File: config.mk
export PLATFORM = sky130hd
export DESIGN_NAME = ipa_phone_tokenizer_top
export DESIGN_NICKNAME = d
export VERILOG_FILES = /design/src/hw/rtl/ipt_pkg.sv /design/src/hw/rtl/ipt_fifo.sv /design/src/hw/rtl/ipt_front.sv /design/src/hw/rtl/ipt_back.sv /design/src/hw/rtl/ipa_phone_tokenizer_top.sv
export VERILOG_INCLUDE_DIRS = /design/src /design/src/hw/rtl
export SDC_FILE = /design/constraint.sdc
export NUM_CORES = 1
export LEC_CHECK = 0
export ABC_AREA = 0
export BUFFER_PORTS_ARGS = -buffer_cell sky130_fd_sc_hd__buf_2
export CORE_MARGIN = 1
export CORE_UTILIZATION = 60
export DETAILED_ROUTE_END_ITERATION = 16
export PLACE_DENSITY_LB_ADDON = 0.3
export RECOVER_POWER = 100
export SLEW_MARGIN = 20
export SYNTH_ARGS = -nofsm -noshare
export SYNTH_HDL_FRONTEND = slang
export SYNTH_SLANG_ARGS = --single-unit
File: constraint.sdc
create_clock -name clk_i -period 18.6 [get_ports clk_i]
set_input_delay 1.86 -clock clk_i [delete_from_list [all_inputs] [get_ports clk_i]]
set_output_delay 1.86 -clock clk_i [all_outputs]
set_load 0.02 [all_outputs]
File: src/hw/rtl/ipa_phone_tokenizer_top_assert.svh
// ----------------------------------------------------------------------------
// IPA phone tokenizer assertion macros
// Shorthand for clocked implication checks, disabled while in reset.
// ----------------------------------------------------------------------------
`ifndef IPA_PHONE_TOKENIZER_TOP_ASSERT_SVH
`define IPA_PHONE_TOKENIZER_TOP_ASSERT_SVH

// same-cycle implication
`define IPT_ASSERT_NOW(lbl, ante, cons, msg) \
  lbl: assert property (@(posedge clk_i) disable iff (!rst_ni) (ante) |-> (cons)) \
    else $error(msg);

// next-cycle implication
`define IPT_ASSERT_NEXT(lbl, ante, cons, msg) \
  lbl: assert property (@(posedge clk_i) disable iff (!rst_ni) (ante) |=> (cons)) \
    else $error(msg);

`endif

File: src/hw/rtl/ipt_pkg.sv
// ----------------------------------------------------------------------------
// ipt_pkg
// Shared types, constants, rule table and decision function of the tokenizer.
// ----------------------------------------------------------------------------
`default_nettype none

package ipt_pkg;

  localparam int unsigned PAT_MAX   = 4;   // longest rule pattern, window depth
  localparam int unsigned IDX_W     = $clog2(PAT_MAX);
  localparam int unsigned CNT_W     = IDX_W + 1;
  localparam int unsigned CODE_W    = 6;
  localparam int unsigned NTOK_W    = 2;
  localparam int unsigned ACT_W     = 2;
  localparam int unsigned NUM_RULES = 42;
  localparam logic [CODE_W-1:0] MAX_CODE = 6'd37;

  localparam int unsigned DEC_QUEUE_DEPTH = 2;
  localparam int unsigned OUT_QUEUE_DEPTH = 2;

  // UTF-8 lead byte classes
  localparam logic [7:0] UTF8_ASCII_LIM = 8'h80;
  localparam logic [2:0] UTF8_LEAD2     = 3'h6;
  localparam logic [3:0] UTF8_LEAD3     = 4'hE;
  localparam logic [4:0] UTF8_LEAD4     = 5'h1E;

  typedef logic [PAT_MAX-1:0][7:0] win_t;   // [0] is the window head

  typedef struct packed {
    logic [CNT_W-1:0]  len;
    logic [31:0]       pat;    // first byte in the top byte
    logic [NTOK_W-1:0] nemit;
    logic [CODE_W-1:0] e0;
    logic [CODE_W-1:0] e1;
  } rule_t;

  typedef struct packed {
    logic [CNT_W-1:0]  used;
    logic [NTOK_W-1:0] ntok;
    logic [CODE_W-1:0] code0;
    logic [CODE_W-1:0] code1;
  } dec_res_t;

  // front -> back request
  typedef struct packed {
    logic [NTOK_W-1:0] ntok;
    logic [CODE_W-1:0] code0;
    logic [CODE_W-1:0] code1;
    logic              done;   // last request of the end-of-text drain
    logic              drain;  // belongs to the end-of-text drain
  } dec_t;

  typedef struct packed {
    logic [CODE_W-1:0] code;
    logic              valid;
    logic              done;
  } out_t;

  typedef struct packed {
    logic              hit;
    logic [CODE_W-1:0] code;
  } direct_t;

  localparam rule_t RULES [NUM_RULES] = '{
    '{3'd3, 32'h65C9AA00, 2'd2, 6'd0,  6'd1},
    '{3'd4, 32'hC991C9AA, 2'd2, 6'd2,  6'd1},
    '{3'd3, 32'h61C9AA00, 2'd2, 6'd2,  6'd1},
    '{3'd4, 32'hC991CA8A, 2'd2, 6'd2,  6'd3},
    '{3'd3, 32'h61CA8A00, 2'd2, 6'd2,  6'd3},
    '{3'd4, 32'hC994C9AA, 2'd2, 6'd4,  6'd1},
    '{3'd3, 32'h6FCA8A00, 2'd2, 6'd5,  6'd3},
    '{3'd4, 32'hC999CA8A, 2'd2, 6'd5,  6'd3},
    '{3'd3, 32'h74CA8300, 2'd2, 6'd6,  6'd7},
    '{3'd3, 32'h64CA9200, 2'd2, 6'd8,  6'd9},
    '{3'd2, 32'hCB900000, 2'd0, 6'd0,  6'd0},
    '{3'd2, 32'hCB880000, 2'd1, 6'd10, 6'd0},
    '{3'd2, 32'hCB8C0000, 2'd1, 6'd11, 6'd0},
    '{3'd2, 32'hC9A10000, 2'd1, 6'd12, 6'd0},
    '{3'd2, 32'hC99A0000, 2'd1, 6'd13, 6'd0},
    '{3'd2, 32'hC9980000, 2'd1, 6'd14, 6'd0},
    '{3'd2, 32'hC9900000, 2'd1, 6'd15, 6'd0},
    '{3'd2, 32'hC99C0000, 2'd1, 6'd13, 6'd0},
    '{3'd2, 32'hC9920000, 2'd1, 6'd4,  6'd0},
    '{3'd2, 32'hC9BE0000, 2'd1, 6'd8,  6'd0},
    '{3'd2, 32'hC9AA0000, 2'd1, 6'd1,  6'd0},
    '{3'd2, 32'hC99B0000, 2'd1, 6'd16, 6'd0},
    '{3'd2, 32'hC3A60000, 2'd1, 6'd17, 6'd0},
    '{3'd2, 32'hC9910000, 2'd1, 6'd2,  6'd0},
    '{3'd2, 32'hC9940000, 2'd1, 6'd4,  6'd0},
    '{3'd2, 32'hCA8A0000, 2'd1, 6'd3,  6'd0},
    '{3'd2, 32'hCA8C0000, 2'd1, 6'd15, 6'd0},
    '{3'd2, 32'hC99D0000, 2'd1, 6'd13, 6'd0},
    '{3'd2, 32'hC9990000, 2'd1, 6'd14, 6'd0},
    '{3'd2, 32'hC58B0000, 2'd1, 6'd18, 6'd0},
    '{3'd2, 32'hCEB80000, 2'd1, 6'd19, 6'd0},
    '{3'd2, 32'hC3B00000, 2'd1, 6'd20, 6'd0},
    '{3'd2, 32'hCA830000, 2'd1, 6'd7,  6'd0},
    '{3'd2, 32'hCA920000, 2'd1, 6'd9,  6'd0},
    '{3'd2, 32'hC9B90000, 2'd1, 6'd21, 6'd0},
    '{3'd1, 32'h61000000, 2'd1, 6'd2,  6'd0},
    '{3'd1, 32'h72000000, 2'd1, 6'd21, 6'd0},
    '{3'd1, 32'h79000000, 2'd1, 6'd22, 6'd0},
    '{3'd1, 32'h67000000, 2'd1, 6'd12, 6'd0},
    '{3'd1, 32'h20000000, 2'd1, 6'd23, 6'd0},
    '{3'd1, 32'h09000000, 2'd1, 6'd23, 6'd0},
    '{3'd1, 32'h0A000000, 2'd1, 6'd23, 6'd0}
  };

  function automatic direct_t direct_code(input logic [7:0] b);
    direct_t d;
    d.hit = 1'b1;
    unique case (b)
      8'h69:   d.code = 6'd24;  // i
      8'h65:   d.code = 6'd0;   // e
      8'h6F:   d.code = 6'd5;   // o
      8'h75:   d.code = 6'd25;  // u
      8'h70:   d.code = 6'd26;  // p
      8'h62:   d.code = 6'd27;  // b
      8'h74:   d.code = 6'd6;   // t
      8'h64:   d.code = 6'd8;   // d
      8'h6B:   d.code = 6'd28;  // k
      8'h6D:   d.code = 6'd29;  // m
      8'h6E:   d.code = 6'd30;  // n
      8'h66:   d.code = 6'd31;  // f
      8'h76:   d.code = 6'd32;  // v
      8'h73:   d.code = 6'd33;  // s
      8'h7A:   d.code = 6'd34;  // z
      8'h68:   d.code = 6'd35;  // h
      8'h77:   d.code = 6'd36;  // w
      8'h6A:   d.code = 6'd22;  // j
      8'h6C:   d.code = 6'd37;  // l
      default: begin
        d.hit  = 1'b0;
        d.code = '0;
      end
    endcase
    return d;
  endfunction

  function automatic logic [CNT_W-1:0] utf8_len(input logic [7:0] lead);
    logic [CNT_W-1:0] n;
    priority if (lead < UTF8_ASCII_LIM) n = CNT_W'(1);
    else if (lead[7:5] == UTF8_LEAD2)   n = CNT_W'(2);
    else if (lead[7:4] == UTF8_LEAD3)   n = CNT_W'(3);
    else if (lead[7:3] == UTF8_LEAD4)   n = CNT_W'(4);
    else                                n = CNT_W'(1);  // stray or invalid lead
    return n;
  endfunction

  // One decision at the window head; avail is the number of valid bytes.
  function automatic dec_res_t decide(input win_t win, input logic [CNT_W-1:0] avail);
    dec_res_t res;
    logic     hit;
    logic     match;
    rule_t    rl;
    direct_t  dc;
    res = '0;
    hit = 1'b0;
    for (int r = 0; r < NUM_RULES; r++) begin
      rl    = RULES[r];
      match = (rl.len <= avail);
      for (int k = 0; k < PAT_MAX; k++) begin
        if ((CNT_W'(k) < rl.len) && (win[k] != rl.pat[31-8*k -: 8])) match = 1'b0;
      end
      if (match && !hit) begin
        hit       = 1'b1;
        res.used  = rl.len;
        res.ntok  = rl.nemit;
        res.code0 = rl.e0;
        res.code1 = rl.e1;
      end
    end
    if (!hit) begin
      dc = direct_code(win[0]);
      if (dc.hit) begin
        res.used  = CNT_W'(1);
        res.ntok  = NTOK_W'(1);
        res.code0 = dc.code;
      end else begin
        res.used  = utf8_len(win[0]);
      end
    end
    if (res.used > avail) res.used = avail;  // truncated sequence at the end
    return res;
  endfunction

endpackage

`default_nettype wire

File: src/hw/rtl/ipt_fifo.sv
// ----------------------------------------------------------------------------
// ipt_fifo
// Small register FIFO with first-word fall-through head.
// ----------------------------------------------------------------------------
`default_nettype none

module ipt_fifo #(
  parameter int unsigned WIDTH = 8,
  parameter int unsigned DEPTH = 2
) (
  input  logic             clk_i,
  input  logic             rst_ni,
  input  logic             push_i,
  input  logic [WIDTH-1:0] data_i,
  output logic             full_o,
  input  logic             pop_i,
  output logic [WIDTH-1:0] data_o,
  output logic             empty_o
);

  localparam int unsigned PtrW = (DEPTH > 1) ? $clog2(DEPTH) : 1;
  localparam int unsigned CntW = $clog2(DEPTH + 1);

  logic [WIDTH-1:0] mem_q [DEPTH];
  logic [PtrW-1:0]  wr_q, wr_d, rd_q, rd_d;
  logic [CntW-1:0]  cnt_q, cnt_d;
  logic             wr_ok, rd_ok;

  assign full_o  = (cnt_q == CntW'(DEPTH));
  assign empty_o = (cnt_q == '0);
  assign data_o  = mem_q[rd_q];
  assign wr_ok   = push_i & ~full_o;
  assign rd_ok   = pop_i & ~empty_o;

  always_comb begin
    wr_d  = wr_q;
    rd_d  = rd_q;
    cnt_d = cnt_q;
    if (wr_ok) wr_d = (wr_q == PtrW'(DEPTH - 1)) ? '0 : wr_q + 1'b1;
    if (rd_ok) rd_d = (rd_q == PtrW'(DEPTH - 1)) ? '0 : rd_q + 1'b1;
    if (wr_ok && !rd_ok)      cnt_d = cnt_q + 1'b1;
    else if (rd_ok && !wr_ok) cnt_d = cnt_q - 1'b1;
  end

  always_ff @(posedge clk_i or negedge rst_ni) begin
    if (!rst_ni) begin
      wr_q  <= '0;
      rd_q  <= '0;
      cnt_q <= '0;
    end else begin
      wr_q  <= wr_d;
      rd_q  <= rd_d;
      cnt_q <= cnt_d;
    end
  end

  always_ff @(posedge clk_i) begin
    if (wr_ok) mem_q[wr_q] <= data_i;
  end

endmodule

`default_nettype wire

File: src/hw/rtl/ipt_front.sv
// ----------------------------------------------------------------------------
// ipt_front
// Byte intake, lookahead window and rule decision; issues token requests.
// ----------------------------------------------------------------------------
`default_nettype none

module ipt_front (
  input  logic              clk_i,
  input  logic              rst_ni,
  input  logic              push_i,
  input  logic [7:0]        text_byte_i,
  input  logic              text_end_i,
  output logic              full_o,
  input  logic              q_full_i,
  output logic              q_push_o,
  output ipt_pkg::dec_t     q_data_o
);

  typedef enum logic {FILL, DRAIN} state_e;

  state_e                      state_q, state_d;
  ipt_pkg::win_t               win_q, win_d, win_app, dec_win, win_shift;
  logic [ipt_pkg::CNT_W-1:0]   cnt_q, cnt_d, cnt_app, dec_avail, cnt_left;
  ipt_pkg::dec_res_t           res;
  logic                        accept;

  assign full_o = (state_q == DRAIN) | q_full_i;
  assign accept = push_i & ~full_o;

  always_comb begin
    win_app = win_q;
    win_app[cnt_q[ipt_pkg::IDX_W-1:0]] = text_byte_i;
    cnt_app = cnt_q + 1'b1;
    // drain works on the stored window, normal intake on the appended one
    dec_win   = (state_q == DRAIN) ? win_q : win_app;
    dec_avail = (state_q == DRAIN) ? cnt_q : ipt_pkg::CNT_W'(ipt_pkg::PAT_MAX);
    res       = ipt_pkg::decide(dec_win, dec_avail);
    win_shift = ipt_pkg::win_t'(dec_win >> {res.used, 3'b000});
    cnt_left  = cnt_q - res.used;
  end

  always_comb begin
    state_d        = state_q;
    cnt_d          = cnt_q;
    win_d          = win_q;
    q_push_o       = 1'b0;
    q_data_o.ntok  = res.ntok;
    q_data_o.code0 = res.code0;
    q_data_o.code1 = res.code1;
    q_data_o.done  = 1'b0;
    q_data_o.drain = 1'b0;
    unique case (state_q)
      FILL: begin
        if (accept) begin
          priority if (text_end_i) begin
            win_d   = win_app;
            cnt_d   = cnt_app;
            state_d = DRAIN;
          end else if (cnt_app == ipt_pkg::CNT_W'(ipt_pkg::PAT_MAX)) begin
            win_d    = win_shift;
            cnt_d    = cnt_app - res.used;
            q_push_o = (res.ntok != '0);
          end else begin
            win_d = win_app;
            cnt_d = cnt_app;
          end
        end
      end
      DRAIN: begin
        if (!q_full_i) begin
          q_data_o.drain = 1'b1;
          q_data_o.done  = (cnt_left == '0);
          q_push_o       = (res.ntok != '0) || (cnt_left == '0);
          win_d          = win_shift;
          cnt_d          = cnt_left;
          if (cnt_left == '0) state_d = FILL;
        end
      end
      default: state_d = FILL;
    endcase
  end

  always_ff @(posedge clk_i or negedge rst_ni) begin
    if (!rst_ni) begin
      state_q <= FILL;
      cnt_q   <= '0;
      win_q   <= '0;
    end else begin
      state_q <= state_d;
      cnt_q   <= cnt_d;
      win_q   <= win_d;
    end
  end

endmodule

`default_nettype wire

File: src/hw/rtl/ipt_back.sv
// ----------------------------------------------------------------------------
// ipt_back
// Serializes token requests into result items, one per cycle while the result queue has room.
// ----------------------------------------------------------------------------
`default_nettype none

module ipt_back (
  input  logic              clk_i,
  input  logic              rst_ni,
  input  logic              q_empty_i,
  input  ipt_pkg::dec_t     q_data_i,
  output logic              q_pop_o,
  input  logic              out_full_i,
  output logic              out_push_o,
  output ipt_pkg::out_t     out_data_o
);

  logic [ipt_pkg::ACT_W-1:0]  idx_q, idx_d, nact;
  logic                       hold_vld_q, hold_vld_d;
  logic [ipt_pkg::CODE_W-1:0] hold_code_q, hold_code_d, tok_code;
  logic                       is_tok, go, last;

  assign is_tok   = (idx_q < q_data_i.ntok);
  assign tok_code = (idx_q == '0) ? q_data_i.code0 : q_data_i.code1;
  assign nact     = q_data_i.ntok + {1'b0, q_data_i.done};
  assign last     = ((idx_q + 1'b1) == nact);

  // During the drain the newest token is held back, so that the end flag
  // can land on it once the drain turns out to be over.
  always_comb begin
    out_push_o  = 1'b0;
    out_data_o  = '0;
    go          = 1'b0;
    hold_vld_d  = hold_vld_q;
    hold_code_d = hold_code_q;
    if (!q_empty_i) begin
      priority if (is_tok && !q_data_i.drain) begin
        out_push_o       = 1'b1;
        out_data_o.code  = tok_code;
        out_data_o.valid = 1'b1;
        go               = ~out_full_i;
      end else if (is_tok) begin
        if (hold_vld_q) begin
          out_push_o       = 1'b1;
          out_data_o.code  = hold_code_q;
          out_data_o.valid = 1'b1;
          go               = ~out_full_i;
        end else begin
          go = 1'b1;
        end
        if (go) begin
          hold_vld_d  = 1'b1;
          hold_code_d = tok_code;
        end
      end else begin
        // end of text: flagged held token, or bare end marker
        out_push_o       = 1'b1;
        out_data_o.code  = hold_vld_q ? hold_code_q : '0;
        out_data_o.valid = hold_vld_q;
        out_data_o.done  = 1'b1;
        go               = ~out_full_i;
        if (go) hold_vld_d = 1'b0;
      end
    end
    q_pop_o = go & last;
    idx_d   = go ? (last ? '0 : idx_q + 1'b1) : idx_q;
  end

  always_ff @(posedge clk_i or negedge rst_ni) begin
    if (!rst_ni) begin
      idx_q       <= '0;
      hold_vld_q  <= 1'b0;
      hold_code_q <= '0;
    end else begin
      idx_q       <= idx_d;
      hold_vld_q  <= hold_vld_d;
      hold_code_q <= hold_code_d;
    end
  end

endmodule

`default_nettype wire

File: src/hw/rtl/ipa_phone_tokenizer_top.sv
// ----------------------------------------------------------------------------
// IPA phone tokenizer, top level
// Turns a UTF-8 IPA byte stream into dense phone token codes.
// ----------------------------------------------------------------------------
// Usage:
//   Input queue side: drive text_byte_i/text_end_i with push; a byte is taken
//   on a clock edge with push high and full low. text_end_i marks the last
//   byte of a string. Result side: a token sits on phone_code_o/phone_valid_o/
//   text_done_o while empty is low and is removed by pop.
//   The front keeps a 4-byte window and decides at its head whenever it holds
//   four bytes, the same cycle the byte arrives. A decision yields 0..2
//   tokens, which the back writes out one per cycle while the result queue
//   has room; the first token of a byte passes the request queue, the back
//   and the result queue before it shows on the result ports.
//   Throughput: one byte per cycle while decisions yield at most one token
//   and the receiver keeps up; two-token decisions slow the intake to the
//   back's one token per cycle. A text_end_i byte holds full high while the
//   front drains the window; its last result carries text_done_o, or a lone
//   end marker (phone_valid_o low) is given if the drain emits no token.
//   Reset empties the window and both queues. When the receiver stalls, the
//   result queue fills, then the request queue, then full rises.
// ----------------------------------------------------------------------------
`default_nettype none
`include "ipa_phone_tokenizer_top_assert.svh"

module ipa_phone_tokenizer_top #(
  parameter int unsigned DEC_DEPTH = ipt_pkg::DEC_QUEUE_DEPTH,
  parameter int unsigned OUT_DEPTH = ipt_pkg::OUT_QUEUE_DEPTH
) (
  input  logic                       clk_i,
  input  logic                       rst_ni,
  // byte intake
  input  logic                       push,
  output logic                       full,
  input  logic [7:0]                 text_byte_i,
  input  logic                       text_end_i,
  // token results
  output logic                       empty,
  input  logic                       pop,
  output logic [ipt_pkg::CODE_W-1:0] phone_code_o,
  output logic                       phone_valid_o,
  output logic                       text_done_o
);

  localparam int unsigned DecW = $bits(ipt_pkg::dec_t);
  localparam int unsigned OutW = $bits(ipt_pkg::out_t);

  // front -> request queue
  logic            dq_push, dq_full, dq_pop, dq_empty;
  ipt_pkg::dec_t   dq_wdata, dq_rdata;
  logic [DecW-1:0] dq_rbits;

  // back -> result queue
  logic            oq_push, oq_full;
  ipt_pkg::out_t   oq_wdata, oq_rdata;
  logic [OutW-1:0] oq_rbits;

  ipt_front u_front (
    .clk_i       (clk_i),
    .rst_ni      (rst_ni),
    .push_i      (push),
    .text_byte_i (text_byte_i),
    .text_end_i  (text_end_i),
    .full_o      (full),
    .q_full_i    (dq_full),
    .q_push_o    (dq_push),
    .q_data_o    (dq_wdata)
  );

  // short request queue decouples decisions from token write-out
  ipt_fifo #(
    .WIDTH (DecW),
    .DEPTH (DEC_DEPTH)
  ) u_dec_q (
    .clk_i   (clk_i),
    .rst_ni  (rst_ni),
    .push_i  (dq_push),
    .data_i  (dq_wdata),
    .full_o  (dq_full),
    .pop_i   (dq_pop),
    .data_o  (dq_rbits),
    .empty_o (dq_empty)
  );

  assign dq_rdata = ipt_pkg::dec_t'(dq_rbits);

  ipt_back u_back (
    .clk_i      (clk_i),
    .rst_ni     (rst_ni),
    .q_empty_i  (dq_empty),
    .q_data_i   (dq_rdata),
    .q_pop_o    (dq_pop),
    .out_full_i (oq_full),
    .out_push_o (oq_push),
    .out_data_o (oq_wdata)
  );

  // result queue: a stalled receiver never blocks the back directly
  ipt_fifo #(
    .WIDTH (OutW),
    .DEPTH (OUT_DEPTH)
  ) u_out_q (
    .clk_i   (clk_i),
    .rst_ni  (rst_ni),
    .push_i  (oq_push),
    .data_i  (oq_wdata),
    .full_o  (oq_full),
    .pop_i   (pop),
    .data_o  (oq_rbits),
    .empty_o (empty)
  );

  assign oq_rdata      = ipt_pkg::out_t'(oq_rbits);
  assign phone_code_o  = oq_rdata.code;
  assign phone_valid_o = oq_rdata.valid;
  assign text_done_o   = oq_rdata.done;

  // an end marker only ever closes a string
  `IPT_ASSERT_NOW(a_marker_is_done, !empty && !phone_valid_o, text_done_o,
                  "end marker without text_done")
  // end marker carries code zero, tokens stay in the code range
  `IPT_ASSERT_NOW(a_code_range, !empty,
                  (phone_valid_o && phone_code_o <= ipt_pkg::MAX_CODE) ||
                  (!phone_valid_o && phone_code_o == '0),
                  "phone code out of range")
  // taking the final byte starts the drain, which holds off the next byte
  `IPT_ASSERT_NEXT(a_end_drains, push && !full && text_end_i, full,
                   "no drain after final byte")

endmodule

`default_nettype wire

==> Word-level counts from Yosys, hierarchy flattened <==
Memory sizes are Yosys's and may differ from the RTL's.
Cells that the tools add are included.
{ "word_totals": {"in_bits": 13, "n_memories": 2, "elab_cells": 462, "regBits": 53, "output_inout_bits": 10, "rom_bits": 0, "latchBits": 0, "ramBits": 48} }
{ "classes": {"eq_ne": 79, "mul": 0, "n_reduce_logical": 105, "addsub": 13, "n_mux": 224, "order_cmp": 9, "n_shift": 1, "bitwise": 14, "div_mod_pow": 0} }
{ "mem_list": {"columns": ["memory", "words", "word_bits", "read_ports", "rd_ports_with_merged_regs", "wr", "line_no", "source"], "rows": [
  ["u_dec_q.mem_q", 2, 16, 1, 0, 1, "ipt_fifo.sv:24", "logic [WIDTH-1:0] mem_q [DEPTH];"],
  ["u_out_q.mem_q", 2, 8, 1, 0, 1, "ipt_fifo.sv:24", null]
]} }
{ "op_table": {"columns": ["op", "count"], "rows": [
  ["2-to-1 mux 17 bit", 41],
  ["!= test 8 bit (second input constant)", 38],
  ["2-to-1 mux 32 bit", 5],
  ["equality test 8 x 7 -> 1 bit (second input constant)", 19],
  ["2-to-1 mux 1 bit", 143],
  ["one-hot mux 6 bit (18 select lines)", 1],
  ["!= test 8 x 7 -> 1 bit (second input constant)", 8],
  ["one-hot mux 32 bit (2 select lines)", 1],
  ["logical AND 1 bit", 47],
  ["zero test 1 bit", 46],
  ["2-to-1 mux 3 bit", 11],
  ["bitwise mux 32 bit", 1],
  ["right shift 32 x 6 -> 32 bit", 1],
  ["2-to-1 mux 8 bit", 3],
  ["2-to-1 mux 7 bit", 3],
  ["OR reduction 19 bit", 1],
  ["demux 8 bit (select 2 bit)", 1],
  ["2-to-1 mux 16 bit", 1],
  ["!= test 8 x 4 -> 1 bit (second input constant)", 2],
  ["2-to-1 mux 2 bit", 7],
  ["2-to-1 mux 6 bit", 2],
  ["2-to-1 mux 11 bit", 1],
  ["less-than comparator 8 bit (second input constant)", 1],
  ["!= test 8 x 6 -> 1 bit (second input constant)", 1],
  ["other kinds (31)", 60]
]} }

==> Longest topological paths before layout <==
{ "depth": {"ltp_word": 149, "mapped_depth": 37, "depth_no_buf": 32} }

==> Cells and area by module <==
Synthesis repeated with hierarchy kept, for this count alone.
{ "unflattened": {"cells_unflattened": 903, "hier_area_um2": 8191.6} }
{ "by_module_without_submodules": {"columns": ["module", "cells_per_inst", "area_per_inst_um2", "instances", "seq_area_each_um2"], "rows": [
  ["ipt_front", 712, 5318.9, 1, 900.9],
  ["ipt_fifo (u_dec_q)", 69, 1402.6, 1, 1061.0],
  ["ipt_fifo (u_out_q)", 44, 774.5, 1, 580.6],
  ["ipt_back", 78, 695.7, 1, 225.2]
]} }

==> Worst setup path before layout <==
No wires, ideal clock.
{ "synth_path": {"kind": "input to register", "startpoint": "input port text_byte_i[1]", "endpoint": "memory u_dec_q.mem_q[1][0] (netlist name) (enable)", "t_arrival_ns": 7.792, "path_buffers": 2, "slack_ns": 10.422, "setup_ns": 0.386, "cell_stages": 28, "required_ns": 18.214, "path_cell_list": "clkbuf_1 -> nor2_1 -> mux2i_1 -> a21oi_1 -> o21ai_0 -> a21oi_1 -> o41a_1 -> or4_1 -> or4_1 -> nand2_1 -> ha_1 -> nor2b_1 -> o21ai_0 -> nand2b_1 -> nand2_1 -> nand2_1 -> or3_1 -> o21ai_0 -> o21a_1 -> inv_2 -> clkbuf_1 -> ha_1 -> fa_1 -> xnor2_1 -> xnor2_1 -> nor2_1 -> nor2_1 -> nor2b_1"} }
{ "synth_via": {"elab_chain_len": 141, "word_cells_on_any_way": 325, "classes_between": "add/sub: 1; order compare: 2; eq/ne: 68; mux: 167; bitwise: 1; reduce/logical: 86"} }
{ "synth_lines": {"columns": ["item", "line_no", "source"], "rows": [
  ["from (decl)", "ipa_phone_tokenizer_top.sv:35", "input logic [7:0] text_byte_i,"],
  ["bitwise mux 32 bit *", "ipt_front.sv:32", "win_app[cnt_q[ipt_pkg::IDX_W-1:0]] = text_byte_i;"],
  ["2-to-1 mux 32 bit *", "ipt_front.sv:35", "dec_win = (state_q == DRAIN) ? win_q : win_app;"],
  ["!= test 8 x 7 -> 1 bit", "ipt_pkg.sv:163", "if ((CNT_W'(k) < rl.len) && (win[k] != rl.pat[31-8*k -: 8])) match = 1'b0;"],
  ["2-to-1 mux 1 bit (3 in series)", "ipt_pkg.sv:163", null],
  ["2-to-1 mux 1 bit", "ipt_pkg.sv:165", "if (match && !hit) begin"],
  ["zero test 1 bit", "ipt_pkg.sv:165", null],
  ["logical AND 1 bit", "ipt_pkg.sv:165", null],
  ["2-to-1 mux 1 bit", "ipt_pkg.sv:165", null],
  ["[123 not listed]", null, null],
  ["subtractor 3 bit", "ipt_front.sv:39", "cnt_left = cnt_q - res.used;"],
  ["zero test 3 bit", "ipt_front.sv:73", "q_push_o = (res.ntok != '0) || (cnt_left == '0);"],
  ["logical OR 1 bit", "ipt_front.sv:73", null],
  ["2-to-1 mux 1 bit", "ipt_front.sv:70", "if (!q_full_i) begin"],
  ["one-hot mux 1 bit (2 select lines) *", "ipt_front.sv:52", "unique case (state_q)"],
  ["AND 1 bit *", "ipt_fifo.sv:32", "assign wr_ok = push_i & ~full_o;"],
  ["2-to-1 mux 1 bit *", "ipt_fifo.sv:58", "if (wr_ok) mem_q[wr_q] <= data_i;"],
  ["2-to-1 mux 1 bit (not written as such) *", "ipt_fifo.sv:58", null],
  ["to (decl)", "ipt_fifo.sv:24", null]
]} }
Mark *: on every way between the ends. The rest lies on a longest branch, timed or not. The select of a mux whose other input is x is not followed.

==> Final worst setup path <==
{ "layout_path": {"startpoint": "register u_front.cnt_q[0] (netlist name)", "endpoint": "memory u_dec_q.mem_q[1][1] (netlist name) (enable)"} }
{ "layout_via": {"elab_chain_len": 145, "word_cells_on_any_way": 343, "classes_between": "add/sub: 2; order compare: 8; eq/ne: 72; mux: 173; bitwise: 1; reduce/logical: 87"} }
{ "layout_lines": {"columns": ["item", "line_no", "source"], "rows": [
  ["from (decl)", "ipt_front.sv:23", "logic [ipt_pkg::CNT_W-1:0] cnt_q, cnt_d, cnt_app, dec_avail, cnt_left;"],
  ["from (signal assigned)", "ipt_front.sv:90", "cnt_q <= cnt_d;"],
  ["less-than comparator 2 x 3 -> 1 bit (not written as such) or >= comparator 2 x 1 -> 1 bit (tied branches)", "ipt_front.sv:32", null],
  ["logical AND 1 bit (not written as such)", "ipt_front.sv:32", null],
  ["2-to-1 mux 8 bit (not written as such)", "ipt_front.sv:32", null],
  ["demux 8 bit (select 2 bit)", null, null],
  ["bitwise mux 32 bit", "ipt_front.sv:32", null],
  ["2-to-1 mux 32 bit", "ipt_front.sv:35", null],
  ["!= test 8 x 7 -> 1 bit", "ipt_pkg.sv:163", null],
  ["2-to-1 mux 1 bit (3 in series)", "ipt_pkg.sv:163", null],
  ["[127 not listed]", null, null],
  ["subtractor 3 bit", "ipt_front.sv:39", null],
  ["zero test 3 bit", "ipt_front.sv:73", null],
  ["logical OR 1 bit", "ipt_front.sv:73", null],
  ["2-to-1 mux 1 bit", "ipt_front.sv:70", null],
  ["one-hot mux 1 bit (2 select lines) *", "ipt_front.sv:52", null],
  ["AND 1 bit *", "ipt_fifo.sv:32", null],
  ["2-to-1 mux 1 bit *", "ipt_fifo.sv:58", null],
  ["2-to-1 mux 1 bit (not written as such) *", "ipt_fifo.sv:58", null]
]} }
Marked as above.

==> summary.txt <==
STA
  • Slew @ Worst Pin: 2960 ps
  • Final Hold Violating Endpoints: 0
  • Shortest period the worst path allows: 10,210 ps
  • Post-Route Setup TNS: 0 ps
  • Count of pins over their slew limit: 54
  • Share of the cycle needed by the critical path after routing: 54.9%
  • Setup ws final: 8390 ps
  • Max-slew headroom: -97.4%
  • Unrepaired setup endpoints after global routing: false
  • Setup-violating endpoint count in the final report: 0
  • Highest clock rate: 98.0 MHz
  • Worst clock skew: 8.35 ps

Yosys
  • Portion of the post-synthesis area used by sequential elements: 34.0%
  • Number of synthesized register bits: 97
  • Synthesized instance count: 885
  • Top cell type's share of synthesized area: 17.0%
  • Largest area contributor in the netlist: sky130_fd_sc_hd__dfrtp_1
  • Number of synthesized flops with an enable pin: 44
  • Dominant cells by area after synthesis: sky130_fd_sc_hd__dfrtp_1 (17%), sky130_fd_sc_hd__edfxtp_1 (17%), sky130_fd_sc_hd__mux2i_1 (6.8%)
  • Post-synthesis instance area: 0.00780 mm2
  • Post-Synthesis Mean Instance Area: 8.81 um2
  • Post-synthesis cell type count: 85
  • Synth Area in Adders: 3.40%
  • Post-synth top flop: sky130_fd_sc_hd__dfrtp_1
  • Synth async-reset ratio: 54.6%
  • Number of nets produced by synthesis: 918
  • Multiplexer area fraction after synthesis: 12.7%
  • Count of synthesis-stage warnings from yosys: 0
  • Largest family of logic cells by synthesized area: simple AND/OR/NAND/NOR gates
  • Simple-gate area share of the yosys netlist: 24.0%
  • Area fraction in compound gates after synthesis: 19.5%
  • XOR/XNOR share of the synthesized area: 2.02%

Power and ir drop
  • Share of total power in sequential cells: 26.3%
  • Switching Power: 0.841 mW
  • Fraction of power consumed by combinational cells: 63.2%
  • Switching power share of the total: 50.4%
  • Int Pwr: 0.827 mW
  • Power per Cell Area: 205 mW/mm2
  • Portion of total power attributed to the clock network: 10.5%
  • Leakage power figure: 3.27 nW
  • Worst vdd rail ir drop: 151 uV

Placed design
  • Last weighted congestion value of the routability-driven placer: 1.04
  • Worst slack at placement: 8670 ps
  • Number of port buffers: 22
  • HPWL reported at the end of detailed placement: 18,300 um
  • Cells after DPL: 1,033

Drt
  • Initial drt markers: 1,284
  • Final routed wire length divided by cell count: 23.8 um
  • Avg Vias per Cell: 7.12
  • Total wire length after detailed routing: 24,900 um
  • DRC violations left: 0
  • Number of iterations in the first detailed-routing pass: 8
  • Detail Route Antenna Nets: 0
  • Total via count after detailed routing: 7,473

Final layout
  • Leading cell type in the layout, fill and taps excluded: sky130_fd_sc_hd__nor2_1
  • Filler instances: 1,070
  • Area used by sequential logic in the layout: 0.00265 mm2
  • Total Nets Final: 905
  • Antenna diode instance count: 0
  • Most frequent cells in the layout: sky130_fd_sc_hd__nor2_1 (86), sky130_fd_sc_hd__nand2_1 (68), sky130_fd_sc_hd__o21ai_0 (63), sky130_fd_sc_hd__mux2i_1 (53), sky130_fd_sc_hd__dfrtp_1 (53)
  • Post-layout utilization of the core: 64.6%
  • Syn-to-layout area delta: 4.64%
  • Area occupied by multi-input gates: 0.00479 mm2
  • Final Non-Filler Cells: 1,049
  • Fraction of final layout cells with drive strength greater than 1: 10.1%

CTS
  • Number of buffers inserted during clock tree synthesis: 9
  • Post-cts repair resize count: 0
  • Clock latency reported for the late side of the worst-skew pair: 360 ps
  • TritonCTS clock tree: done
  • Count of hold-fix buffers inserted at cts: 0
  • Clock Pin Slew Worst Setup and Hold Paths: 70 ps
  • Cell at the root of the clock tree: sky130_fd_sc_hd__clkbuf_16
  • H-tree depth: 3
  • Number of buffers inserted by post-CTS setup repair: 0
  • Number of clock sinks seen by CTS: 97
  • Number of buffers between clock root and the deepest sink: 2

Global routing
  • Antenna violations before repair: 0
  • Vias in the first global route: 6,841
  • Global route overflow: 0
  • First-pass GRT wire length: 38,500 um
  • GRT Overall Usage: 38.2%
  • Pin count of the biggest net entering global routing: 54

Floorplanning
  • Height of the die: 116 um
  • Effective utilization at floorplan: 61.8%
  • Die Footprint: 0.0135 mm2
  • Horizontal die dimension: 116 um
  • Total core area: 0.0126 mm2
  • Row cnt: 41
  • # IOs: 23

Setup path
  • Critical path arrival: 10,180 ps
  • Crit Path Category: reg -> reg
  • WP data required: 18,570 ps
  • Crit path capture type: flip-flop
  • Startpoint kind of the worst setup timing path: flip-flop
  • Highest-delay cell along the critical path: sky130_fd_sc_hd__mux2i_1
  • Largest stage delay, worst path: 960 ps
  • Buffer and inverter count on the worst path: 2
  • Crit path max fanout: 36
  • Crit-path leading delay family: simple AND/OR/NAND/NOR gates

Outcome
  • Failing checks: max-capacitance violations, max-slew violations
  • Status: finished with violations

Job
  • Number of violations of the max-capacitance limit: 1

Min path
  • Kind of path behind the tightest hold check: reg -> reg
-- area by class of cell --
type	instances	area share, %
clock inverters	5	0.475
inverters	21	1.03
well taps	172	2.64
repair buffers	30	1.78
flip-flops and latches	97	32.5
multi-input cells	713	58.8
clock buffers	11	2.85
-- metrics by stage --
step                      hold WS, ps  total power [mW]  cell area (um2)
after floorplan                   455              1.20             7800
after global placement            472              1.43             7920
after detailed placement          488              1.47             7920
after CTS                         499              1.65             8190
after global routing              524              1.77             8160
final                             504              1.67             8160
-- flip-flops by register name, summed over array words and instances, names as in the netlist --
register / cells
u_dec_q.cnt_q: 2
u_out_q.cnt_q: 2
u_out_q.mem_q: 16
u_back.hold_code_q: 6
u_front.win_q: 32
u_dec_q.mem_q: 28
u_out_q.rd_q: 1
u_dec_q.rd_q: 1
u_dec_q.wr_q: 1
u_out_q.wr_q: 1
u_back.idx_q: 2
u_front.cnt_q: 3
u_front.state_q: 1
u_back.hold_vld_q: 1
-- synth_stat cells (7+ instances only) --
cell                        instances
sky130_fd_sc_hd__mux2_2            29
sky130_fd_sc_hd__a21oi_1           39
sky130_fd_sc_hd__o21ai_0           62
sky130_fd_sc_hd__nand4_1           16
sky130_fd_sc_hd__nand2_1           68
sky130_fd_sc_hd__a31o_2             8
sky130_fd_sc_hd__edfxtp_1          44
sky130_fd_sc_hd__a22oi_1           11
sky130_fd_sc_hd__xnor2_1           12
sky130_fd_sc_hd__dfrtp_1           53
sky130_fd_sc_hd__and2_1            11
sky130_fd_sc_hd__buf_2              7
sky130_fd_sc_hd__a211oi_1           8
sky130_fd_sc_hd__nor4_1            15
sky130_fd_sc_hd__o21a_1             8
sky130_fd_sc_hd__nand2b_1          27
sky130_fd_sc_hd__a31oi_1           11
sky130_fd_sc_hd__nor2_1            86
sky130_fd_sc_hd__buf_1              7
sky130_fd_sc_hd__a22o_1            11
sky130_fd_sc_hd__nor3_1            25
sky130_fd_sc_hd__or3_1             12
sky130_fd_sc_hd__inv_1             19
sky130_fd_sc_hd__and3_1             9
sky130_fd_sc_hd__nor2b_1           18
sky130_fd_sc_hd__nand3_1           34
sky130_fd_sc_hd__ha_1              18
sky130_fd_sc_hd__clkbuf_1          33
sky130_fd_sc_hd__o2111ai_1          7
sky130_fd_sc_hd__mux2i_1           53
-- worst reg2reg max path, delay by kind of cell (launching register included) --
kind	cells	cell delay [ps]
XOR/XNOR	2	290
AO/OA/AOI/OAI	4	1290
AND/OR/NAND/NOR	15	4350
adder cells (fa/ha/maj)	4	1470
multiplexers	1	960
buffers and inverters	2	900
flip-flops	1	560
-- kinds of logic after synthesis --
kind of cell / Yosys count
AO/OA/AOI/OAI: 226
XOR/XNOR: 18
adder cells (fa/ha/maj): 20
buffers and inverters: 75
flip-flops: 97
multiplexers: 89
AND/OR/NAND/NOR: 360
-- power groups by stage --
stage	clock network [mW]	registers (mW)	logic [mW]
finish	0.175	0.439	1.05
global route	0.182	0.449	1.14
CTS	0.175	0.435	1.04
detailed placement	0	0.439	1.03
global placement	0	0.431	1.00
floorplan	0	0.400	0.804
-- final timing paths --
kind	from	to	slack [ps]	cells after the start
max	u_front.cnt_q[0]	u_dec_q.mem_q[1][1]	8390	28
min	u_out_q.wr_q	u_out_q.wr_q	500	1
max reg2reg	u_front.cnt_q[0]	u_dec_q.mem_q[1][1]	8390	28
min reg2reg	u_out_q.wr_q	u_out_q.wr_q	500	1
max in group asynchronous	rst_ni	u_front.win_q[2]	14370	2
min in group asynchronous	rst_ni	u_dec_q.cnt_q[1]	2560	2
-- layer usage --
metal,share of wire [%],vias up,track usage (%)
met5,0,-,0
met4,3.7,0,16.9
met3,9.6,67,4.97
met2,45,539,58.5
met1,42,3568,54.2
li1,-,3299,-
Power figures use the tool's default switching activity.
